$ cat src/rtl/ssh_pd_pkg.sv
package ssh_pd_pkg;

  localparam int unsigned BUFFER_BYTES_DEFAULT = 4096;

  // Capacity register.
  localparam int unsigned        CAP_W     = 12;
  localparam logic [CAP_W-1:0]   CAP_RESET = 12'd4095;

  // APB register map: one 32-bit register per word.
  localparam int unsigned ADDR_W = 3;
  localparam int unsigned DATA_W = 32;
  localparam logic [0:0]  REG_PAYLOAD_CAPACITY = 1'b0;

  // Header arithmetic after the length check fits in 17 bits,
  // since the length never exceeds 4092 there by default.
  localparam int unsigned CALC_W = 17;

  localparam int unsigned MIN_LENGTH  = 5;
  localparam int unsigned MIN_PADDING = 4;

  localparam int unsigned PAYLOAD_W = 12;
  localparam int unsigned PADDING_W = 8;

  localparam int unsigned QUEUE_DEPTH = 2;

  typedef enum logic [1:0] {
    PH_LENGTH  = 2'd0,
    PH_PADLEN  = 2'd1,
    PH_PAYLOAD = 2'd2,
    PH_PADDING = 2'd3
  } phase_t;

  typedef enum logic [1:0] {
    ERR_LENGTH   = 2'd0,
    ERR_PADDING  = 2'd1,
    ERR_CAPACITY = 2'd2
  } err_kind_t;

  typedef struct packed {
    logic [7:0] data;
    logic       last;
    logic       error;
    err_kind_t  kind;
  } result_t;

endpackage

$ cat src/rtl/ssh_pd_front.sv
module ssh_pd_front
  import ssh_pd_pkg::*;
#(
  parameter int unsigned BUFFER_BYTES = BUFFER_BYTES_DEFAULT
) (
  input  logic             clk,
  input  logic             rst,
  input  logic             rx_valid,
  input  logic [7:0]       rx_byte,
  output logic             rx_stall,
  input  logic             queue_full,
  input  logic [CAP_W-1:0] capacity,
  output logic             push,
  output result_t          item
);

  localparam logic [31:0] MaxLength = 32'(BUFFER_BYTES - 4);

  phase_t                 phase, phase_next;
  logic [31:0]            length_shift, length_shift_next;
  logic [1:0]             header_count, header_count_next;
  logic [PAYLOAD_W-1:0]   payload_left, payload_left_next;
  logic [PADDING_W-1:0]   padding_left, padding_left_next;

  logic                   accept;
  logic [31:0]            shifted;
  logic [CALC_W-1:0]      len_calc;
  logic [CALC_W-1:0]      byte_calc;
  logic [CALC_W-1:0]      plen;
  logic                   bad_length;
  logic                   bad_padding;
  logic                   over_cap;
  logic [PAYLOAD_W-1:0]   payload_dec;
  logic [PADDING_W-1:0]   padding_dec;
  logic                   last;

  assign rx_stall = queue_full;
  assign accept   = rx_valid && !queue_full;

  assign shifted    = {length_shift[23:0], rx_byte};
  assign bad_length = (shifted < 32'(MIN_LENGTH)) || (shifted > MaxLength);

  assign len_calc    = length_shift[CALC_W-1:0];
  assign byte_calc   = CALC_W'(rx_byte);
  assign bad_padding = (rx_byte < 8'(MIN_PADDING)) || ((byte_calc + 1'b1) >= len_calc);
  assign plen        = len_calc - byte_calc - 1'b1;
  assign over_cap    = plen > CALC_W'(capacity);

  assign payload_dec = (payload_left != '0) ? payload_left - 1'b1 : payload_left;
  assign padding_dec = (padding_left != '0) ? padding_left - 1'b1 : padding_left;
  assign last        = (payload_dec == '0);

  always_comb begin
    phase_next = phase;
    if (accept) begin
      case (phase)
        PH_LENGTH: begin
          if (header_count == 2'd3 && !bad_length) begin
            phase_next = PH_PADLEN;
          end
        end
        PH_PADLEN: begin
          phase_next = (bad_padding || over_cap) ? PH_LENGTH : PH_PAYLOAD;
        end
        PH_PAYLOAD: begin
          if (last) begin
            phase_next = (padding_left != '0) ? PH_PADDING : PH_LENGTH;
          end
        end
        PH_PADDING: begin
          if (padding_dec == '0) begin
            phase_next = PH_LENGTH;
          end
        end
        default: phase_next = PH_LENGTH;
      endcase
    end
  end

  always_comb begin
    length_shift_next = length_shift;
    header_count_next = header_count;
    payload_left_next = payload_left;
    padding_left_next = padding_left;
    push              = 1'b0;
    item              = '{data: '0, last: 1'b0, error: 1'b0, kind: ERR_LENGTH};
    if (accept) begin
      case (phase)
        PH_LENGTH: begin
          length_shift_next = shifted;
          if (header_count != 2'd3) begin
            header_count_next = header_count + 1'b1;
          end else begin
            header_count_next = '0;
            if (bad_length) begin
              push              = 1'b1;
              item.error        = 1'b1;
              item.kind         = ERR_LENGTH;
              length_shift_next = '0;
            end
          end
        end
        PH_PADLEN: begin
          if (bad_padding) begin
            push              = 1'b1;
            item.error        = 1'b1;
            item.kind         = ERR_PADDING;
            length_shift_next = '0;
          end else if (over_cap) begin
            push              = 1'b1;
            item.error        = 1'b1;
            item.kind         = ERR_CAPACITY;
            length_shift_next = '0;
          end else begin
            payload_left_next = plen[PAYLOAD_W-1:0];
            padding_left_next = rx_byte;
          end
        end
        PH_PAYLOAD: begin
          payload_left_next = payload_dec;
          push              = 1'b1;
          item.data         = rx_byte;
          item.last         = last;
          if (last && padding_left == '0) begin
            length_shift_next = '0;
          end
        end
        PH_PADDING: begin
          padding_left_next = padding_dec;
          if (padding_dec == '0) begin
            length_shift_next = '0;
            payload_left_next = '0;
          end
        end
        default: begin
          length_shift_next = '0;
        end
      endcase
    end
  end

  always_ff @(posedge clk) begin
    if (rst) begin
      phase        <= PH_LENGTH;
      length_shift <= '0;
      header_count <= '0;
      payload_left <= '0;
      padding_left <= '0;
    end else begin
      phase        <= phase_next;
      length_shift <= length_shift_next;
      header_count <= header_count_next;
      payload_left <= payload_left_next;
      padding_left <= padding_left_next;
    end
  end

  // A rejected header always sends the parser back to a clean length phase.
  a_error_restarts: assert property (@(posedge clk) disable iff (rst)
    push && item.error |=> phase == PH_LENGTH && length_shift == '0 && header_count == '0)
    else $error("parser did not restart after a frame error");

  // While payload beats flow, at least one payload byte and a legal padding remain.
  a_payload_counts: assert property (@(posedge clk) disable iff (rst)
    phase == PH_PAYLOAD |-> payload_left != '0 && padding_left >= PADDING_W'(MIN_PADDING))
    else $error("payload phase entered with inconsistent counters");

  // The length byte counter only runs in the length phase.
  a_header_count: assert property (@(posedge clk) disable iff (rst)
    phase != PH_LENGTH |-> header_count == '0)
    else $error("header count not cleared outside the length phase");

endmodule

$ cat src/rtl/ssh_pd_queue.sv
module ssh_pd_queue
  import ssh_pd_pkg::*;
(
  input  logic    clk,
  input  logic    rst,
  input  logic    push,
  input  result_t push_item,
  input  logic    pop,
  output logic    full,
  output logic    not_empty,
  output result_t head
);

  localparam int unsigned PtrW   = (QUEUE_DEPTH > 1) ? $clog2(QUEUE_DEPTH) : 1;
  localparam int unsigned CountW = $clog2(QUEUE_DEPTH + 1);

  result_t             entries [QUEUE_DEPTH];
  logic [PtrW-1:0]     wr_ptr, wr_ptr_next;
  logic [PtrW-1:0]     rd_ptr, rd_ptr_next;
  logic [CountW-1:0]   count, count_next;
  logic                do_push;
  logic                do_pop;

  assign full      = (count == CountW'(QUEUE_DEPTH));
  assign not_empty = (count != '0);
  assign head      = entries[rd_ptr];
  assign do_push   = push && !full;
  assign do_pop    = pop && not_empty;

  always_comb begin
    wr_ptr_next = wr_ptr;
    rd_ptr_next = rd_ptr;
    count_next  = count;
    if (do_push) begin
      wr_ptr_next = (wr_ptr == PtrW'(QUEUE_DEPTH - 1)) ? '0 : wr_ptr + 1'b1;
    end
    if (do_pop) begin
      rd_ptr_next = (rd_ptr == PtrW'(QUEUE_DEPTH - 1)) ? '0 : rd_ptr + 1'b1;
    end
    if (do_push && !do_pop) begin
      count_next = count + 1'b1;
    end else if (do_pop && !do_push) begin
      count_next = count - 1'b1;
    end
  end

  always_ff @(posedge clk) begin
    if (rst) begin
      wr_ptr <= '0;
      rd_ptr <= '0;
      count  <= '0;
    end else begin
      wr_ptr <= wr_ptr_next;
      rd_ptr <= rd_ptr_next;
      count  <= count_next;
    end
  end

  always_ff @(posedge clk) begin
    if (do_push) begin
      entries[wr_ptr] <= push_item;
    end
  end

  // The front end holds its input while the queue is full, so no beat is dropped here.
  a_no_overflow: assert property (@(posedge clk) disable iff (rst)
    full |-> !push)
    else $error("push into a full queue");

  a_count_range: assert property (@(posedge clk) disable iff (rst)
    count <= CountW'(QUEUE_DEPTH))
    else $error("queue count out of range");

endmodule

$ cat src/rtl/ssh_pd_back.sv
module ssh_pd_back
  import ssh_pd_pkg::*;
(
  input  logic       clk,
  input  logic       rst,
  input  logic       q_valid,
  input  result_t    q_item,
  output logic       pop,
  output logic       result_valid,
  input  logic       result_stall,
  output logic [7:0] payload_byte,
  output logic       last_of_payload,
  output logic       frame_error,
  output logic [1:0] error_kind
);

  logic    valid_q, valid_next;
  result_t out_item;

  assign pop        = q_valid && (!valid_q || !result_stall);
  assign valid_next = pop || (valid_q && result_stall);

  always_ff @(posedge clk) begin
    if (rst) begin
      valid_q <= 1'b0;
    end else begin
      valid_q <= valid_next;
    end
  end

  always_ff @(posedge clk) begin
    if (pop) begin
      out_item <= q_item;
    end
  end

  assign result_valid    = valid_q;
  assign payload_byte    = out_item.data;
  assign last_of_payload = out_item.last;
  assign frame_error     = out_item.error;
  assign error_kind      = 2'(out_item.kind);

endmodule

$ cat src/rtl/ssh_packet_deframer.sv
// Streaming deframer for unencrypted SSH binary packets. One received byte is
// accepted per clock on the rx channel while rx_stall is low. Each payload
// byte is registered in the parser queue, then in the output register, and
// leaves on the result channel, with last_of_payload set on the final one.
// Length, padding-length and padding bytes give no result beat. A bad length,
// a bad padding length or a payload longer than payload_capacity gives one
// error beat, and the very next byte starts a new packet. The sustained rate
// is one byte per cycle while result_stall is low; it is set by the parser's
// header and counter updates, and a two-entry queue with the output register
// absorbs result stalls before rx_stall is raised. payload_capacity sits at
// APB address 0 and may be changed only while no packet is in flight.
module ssh_packet_deframer
  import ssh_pd_pkg::*;
#(
  parameter int unsigned BUFFER_BYTES = BUFFER_BYTES_DEFAULT
) (
  input  logic              clk,
  input  logic              rst,

  input  logic              psel,
  input  logic              penable,
  input  logic              pwrite,
  input  logic [ADDR_W-1:0] paddr,
  input  logic [DATA_W-1:0] pwdata,
  output logic [DATA_W-1:0] prdata,
  output logic              pready,

  input  logic              rx_valid,
  output logic              rx_stall,
  input  logic [7:0]        rx_byte,

  output logic              result_valid,
  input  logic              result_stall,
  output logic [7:0]        payload_byte,
  output logic              last_of_payload,
  output logic              frame_error,
  output logic [1:0]        error_kind
);

  logic [CAP_W-1:0] payload_capacity;
  logic             cfg_write;
  logic             reg_hit;

  logic             queue_full;
  logic             queue_not_empty;
  logic             push;
  logic             pop;
  result_t          push_item;
  result_t          head;

  assign pready    = 1'b1;
  assign reg_hit   = (paddr[ADDR_W-1:2] == REG_PAYLOAD_CAPACITY);
  assign cfg_write = psel && penable && pwrite && reg_hit;
  assign prdata    = reg_hit ? DATA_W'(payload_capacity) : '0;

  always_ff @(posedge clk) begin
    if (rst) begin
      payload_capacity <= CAP_RESET;
    end else if (cfg_write) begin
      payload_capacity <= pwdata[CAP_W-1:0];
    end
  end

  ssh_pd_front #(
    .BUFFER_BYTES (BUFFER_BYTES)
  ) u_front (
    .clk        (clk),
    .rst        (rst),
    .rx_valid   (rx_valid),
    .rx_byte    (rx_byte),
    .rx_stall   (rx_stall),
    .queue_full (queue_full),
    .capacity   (payload_capacity),
    .push       (push),
    .item       (push_item)
  );

  ssh_pd_queue u_queue (
    .clk       (clk),
    .rst       (rst),
    .push      (push),
    .push_item (push_item),
    .pop       (pop),
    .full      (queue_full),
    .not_empty (queue_not_empty),
    .head      (head)
  );

  ssh_pd_back u_back (
    .clk             (clk),
    .rst             (rst),
    .q_valid         (queue_not_empty),
    .q_item          (head),
    .pop             (pop),
    .result_valid    (result_valid),
    .result_stall    (result_stall),
    .payload_byte    (payload_byte),
    .last_of_payload (last_of_payload),
    .frame_error     (frame_error),
    .error_kind      (error_kind)
  );

endmodule
$ cat config.mk
export PLATFORM = sky130hd
export DESIGN_NAME = ssh_packet_deframer
export DESIGN_NICKNAME = d
export VERILOG_FILES = /design/src/rtl/ssh_pd_pkg.sv /design/src/rtl/ssh_pd_front.sv /design/src/rtl/ssh_pd_queue.sv /design/src/rtl/ssh_pd_back.sv /design/src/rtl/ssh_packet_deframer.sv
export SDC_FILE = /design/constraint.sdc
export NUM_CORES = 1
export LEC_CHECK = 0
export BUFFER_PORTS_ARGS = -buffer_cell sky130_fd_sc_hd__buf_2
export CELL_PAD_IN_SITES_DETAIL_PLACEMENT = 0
export CELL_PAD_IN_SITES_GLOBAL_PLACEMENT = 1
export CORE_ASPECT_RATIO = 0.8
export CORE_MARGIN = 1.5
export CORE_UTILIZATION = 35
export CTS_CLUSTER_DIAMETER = 200
export DETAILED_ROUTE_END_ITERATION = 10
export PLACE_DENSITY_LB_ADDON = 0.1
export SYNTH_ARGS = -nofsm -noshare
export SYNTH_HDL_FRONTEND = slang
export SYNTH_SLANG_ARGS = --single-unit
$ cat constraint.sdc
create_clock -name clk -period 5.5 [get_ports clk]
set_input_delay 0 -clock clk [delete_from_list [all_inputs] [get_ports clk]]
set_output_delay 0 -clock clk [all_outputs]
set_load 0.02 [all_outputs]
==> metrics.cfg <==
[outcome]
status = complete, no violations

[drt]
dr.pass1.iters = 5
drc = 0
wl_per_cell_um = 17.4
ant_nets = 0
routed_wl_um = 17600
vias = 5471
via_per_inst = 5.41
drt-initial-drc-count = 324

[floorplan]
fp.dieH_um = 125
core_sq_um = 18100
num_rows = 44
start_util_pct = 35.7
boundaryPins = 97
die_area_sq_um = 19300
die_w_um = 155

[power]
p_int_uw = 1530
power_frac_seq_pct = 40.0
total_power_uw = 2330
power.leakage_uw = 0.00297
ir_drop_mv = 0.134
power_density_nw_per_um2 = 321
comb_power_share_pct = 30.8
clock_power_share_pct = 29.3
switching_share_pct = 34.3
switchingPower_uw = 799

[clocking]
cts_inserted_buffers = 9
cts_sinks = 101
clock_latency_ns = 0.35
clock_path_buffers = 2
cts.htree.levels = 3
cts_setup_buffers = 0
clk_pin_slew_ns = 0.07
cts_tree = built
clockRootBuffer = clkbuf_16

[timing]
finClkSkew_ns = 0.00481
rsz0062_at_grt = no
final-hold-violation-count = 0
timing.hold.ws_ns = 0.0308
setup_viol_count_final = 0
period_needed_ns = 4.66
drv_slew = 0
fmax_mhz = 215
final.setup.tns_ns = 0
worst_pin_slew_ns = 1.10
slew_headroom_pct = 26.2
fin_crit_sh_pct = 84.7

[critical_path]
worstPathArrival_ns = 4.93
crit_type = primary input to flip-flop
r2r_cells = 17
worstSetupEndpointType = flip-flop
critPathLaunchType = primary input
crit_required_ns = 5.78
crit_path_max_fanout = 7

[grt]
grt_pass1_vias = 5122
antenna_found_initial = 0
grt.overflow.total = 0
grt_max_degree = 36
grt_pass1_wl_um = 28100
grtUsageTotal_pct = 18.7

[final_layout]
fin_nets = 864
fillers = 1804
final_area_sq_um = 7270
finalNonFillerCells = 1012
drive_gt1_share_pct = 13.3
area_growth_pct = 12.3
n_antenna_cell = 0

[synth]
synth_cell_type_count = 75
yosysSeqAreaShare_pct = 36.8
syn-instance-count = 733
synth-main-ff-cell = dfxtp_1
yosys_warnings = 0
netlist_top_cells_area = dfxtp_1 (20%), edfxtp_1 (17%), ha_1 (7.0%), nand2_1 (5.4%), mux2i_1 (4.6%)
synth_enable_flop_cells = 36
synth.cell_area_sq_um = 6470
synth_seq_cells = 101
syn_area_per_cell_sq_um = 8.82
yosysTopAreaCell = dfxtp_1
netlist.area_leader.share_pct = 20.1
ys_async_sr_fraction_pct = 0

[placed_design]
place_hpwl_um = 13100
gp_congestion = 0.887
dpl.cell_count = 977
dpl_cell_area_sq_um = 6760
portBuffers = 53

[worst_hold_path]
holdPathStages = 3
hold_class = primary input to flip-flop

[run]
cap_viol_max_count = 0

## final cells by class
class | count | area (sq um) | share of cell area [%]
clock inverters | 4 | 51.3 | 0.706
well taps | 230 | 288 | 3.96
multi-input cells | 542 | 3620 | 49.8
repair buffers | 75 | 478 | 6.58
clock buffers | 12 | 268 | 3.68
flip-flops and latches | 101 | 2380 | 32.8
inverters | 48 | 180 | 2.48
## cells by family after synthesis
logic type | share of synthesized area, %
AND/OR/NAND/NOR | 20.9
AO/OA/AOI/OAI | 16.6
buffers and inverters | 8.49
flip-flops | 36.8
multiplexers | 6.91
adder cells (fa/ha/maj) | 7.27
XOR/XNOR | 2.84
other | 0.116
## power groups by stage
stage / clock [uW] / sequential, uW / combinational, uW
floorplan: 0 / 964 / 512
global placement: 0 / 947 / 702
detailed placement: 0 / 951 / 711
CTS: 709 / 934 / 724
global route: 738 / 943 / 795
finish: 683 / 932 / 717
## worst max-delay path, cell delays in order
cell and delay, ns:
dlygate4sd3_1 0.53, buf_2 0.19, inv_1 0.17, ha_1 0.24
inv_1 0.07, fa_1 0.39, nand2b_1 0.22, a211oi_4 0.29
nor2_1 0.12, xnor2_1 0.32, ha_1 0.32, and4_1 0.23
o31a_1 0.11, o211ai_1 0.20, and3b_1 0.30, and4_4 0.31
nor2_1 0.07, ha_1 0.33, or3_1 0.37, a21oi_1 0.14
## synth_stat cells, drive strengths merged (7+ instances only)
master,n
a211oi,8
a21o,7
a21oi,44
buf,40
clkbuf,21
dfxtp,65
edfxtp,36
ha,36
inv,47
mux2,13
mux2i,30
nand2,93
nand3,15
nand4,9
nor2,43
nor2b,7
nor3,41
nor4,12
o211ai,23
o21ai,23
o31ai,7
or3,7
xnor2,12
xor2,9
## routing by layer
| layer | vias to the layer above | share of wire [%] | GRT usage, % |
|---|---|---|---|
| li1 | 2702 | - | - |
| met1 | 2647 | 51 | 27.5 |
| met2 | 106 | 44 | 27.8 |
| met3 | 16 | 3.8 | 3.62 |
| met4 | 0 | 1.4 | 5.09 |
| met5 | - | 0 | 0 |
## per-stage QoR
step / setup slack (ns) / util, %
CTS: 0.874 / 40.1
global route: 0.599 / 40.1
detailed placement: 0.939 / 37.3
global placement: 1.08 / 37.3
finish: 0.844 / 40.1
floorplan: 1.52 / -
## layout by cell type, fill, tap and decap left out, drive strengths merged, types with 4 or more instances in the layout
cell         netlist  layout
nor2b              7       7
a211oi             8       8
or3                7       7
nand2             93      93
ha                36      36
dlygate4sd3        0      19
mux2i             30      30
nand2b             6       6
xnor2             12      12
nor3b              4       4
a31oi              6       6
mux2              13      13
nand3             15      15
clkbuf            21      12
a22oi              5       5
o31ai              7       7
nor3              41      41
edfxtp            36      36
and4               5       5
a21oi             44      44
xor2               9       9
o211ai            23      23
inv               47      50
a2111oi            4       4
conb               2      21
buf               40      56
nand4              9       9
nor4              12      12
dfxtp             65      65
a21o               7       7
nor2              43      43
o21ai             23      23
and3               4       4
## what timing repair did
item | CTS | global route
hold buffers | 19 | 0
endpoints found under the hold margin | 19 | 0
endpoints found under the setup margin | 0 | 0
gates resized for setup | 0 | 0
## registers in the layout (all words and copies together) (netlist names)
name and cells:
u_back.last_of_payload 1, u_queue.rd_ptr 1, u_back.error_kind 2, u_front.phase 2
u_queue.wr_ptr 1, u_queue.count 2, payload_capacity 12, u_back.frame_error 1
u_back.result_valid 1, u_front.length_shift 24, u_front.header_count 2, u_front.payload_left 12
u_queue.entries 24, u_back.payload_byte 8, u_front.padding_left 8
## final timing paths
path / startpoint / endpoint / slack, ns
max reg2reg: u_front.length_shift[0] / u_queue.count[1] / 0.91
min: rx_byte[1] / u_front.length_shift[1] / 0.03
max: rx_byte[0] / u_queue.count[1] / 0.84
min reg2reg: u_front.length_shift[23] / u_front.length_shift[23] / 0.46
Note: power is estimated with default switching activity, not from simulation.
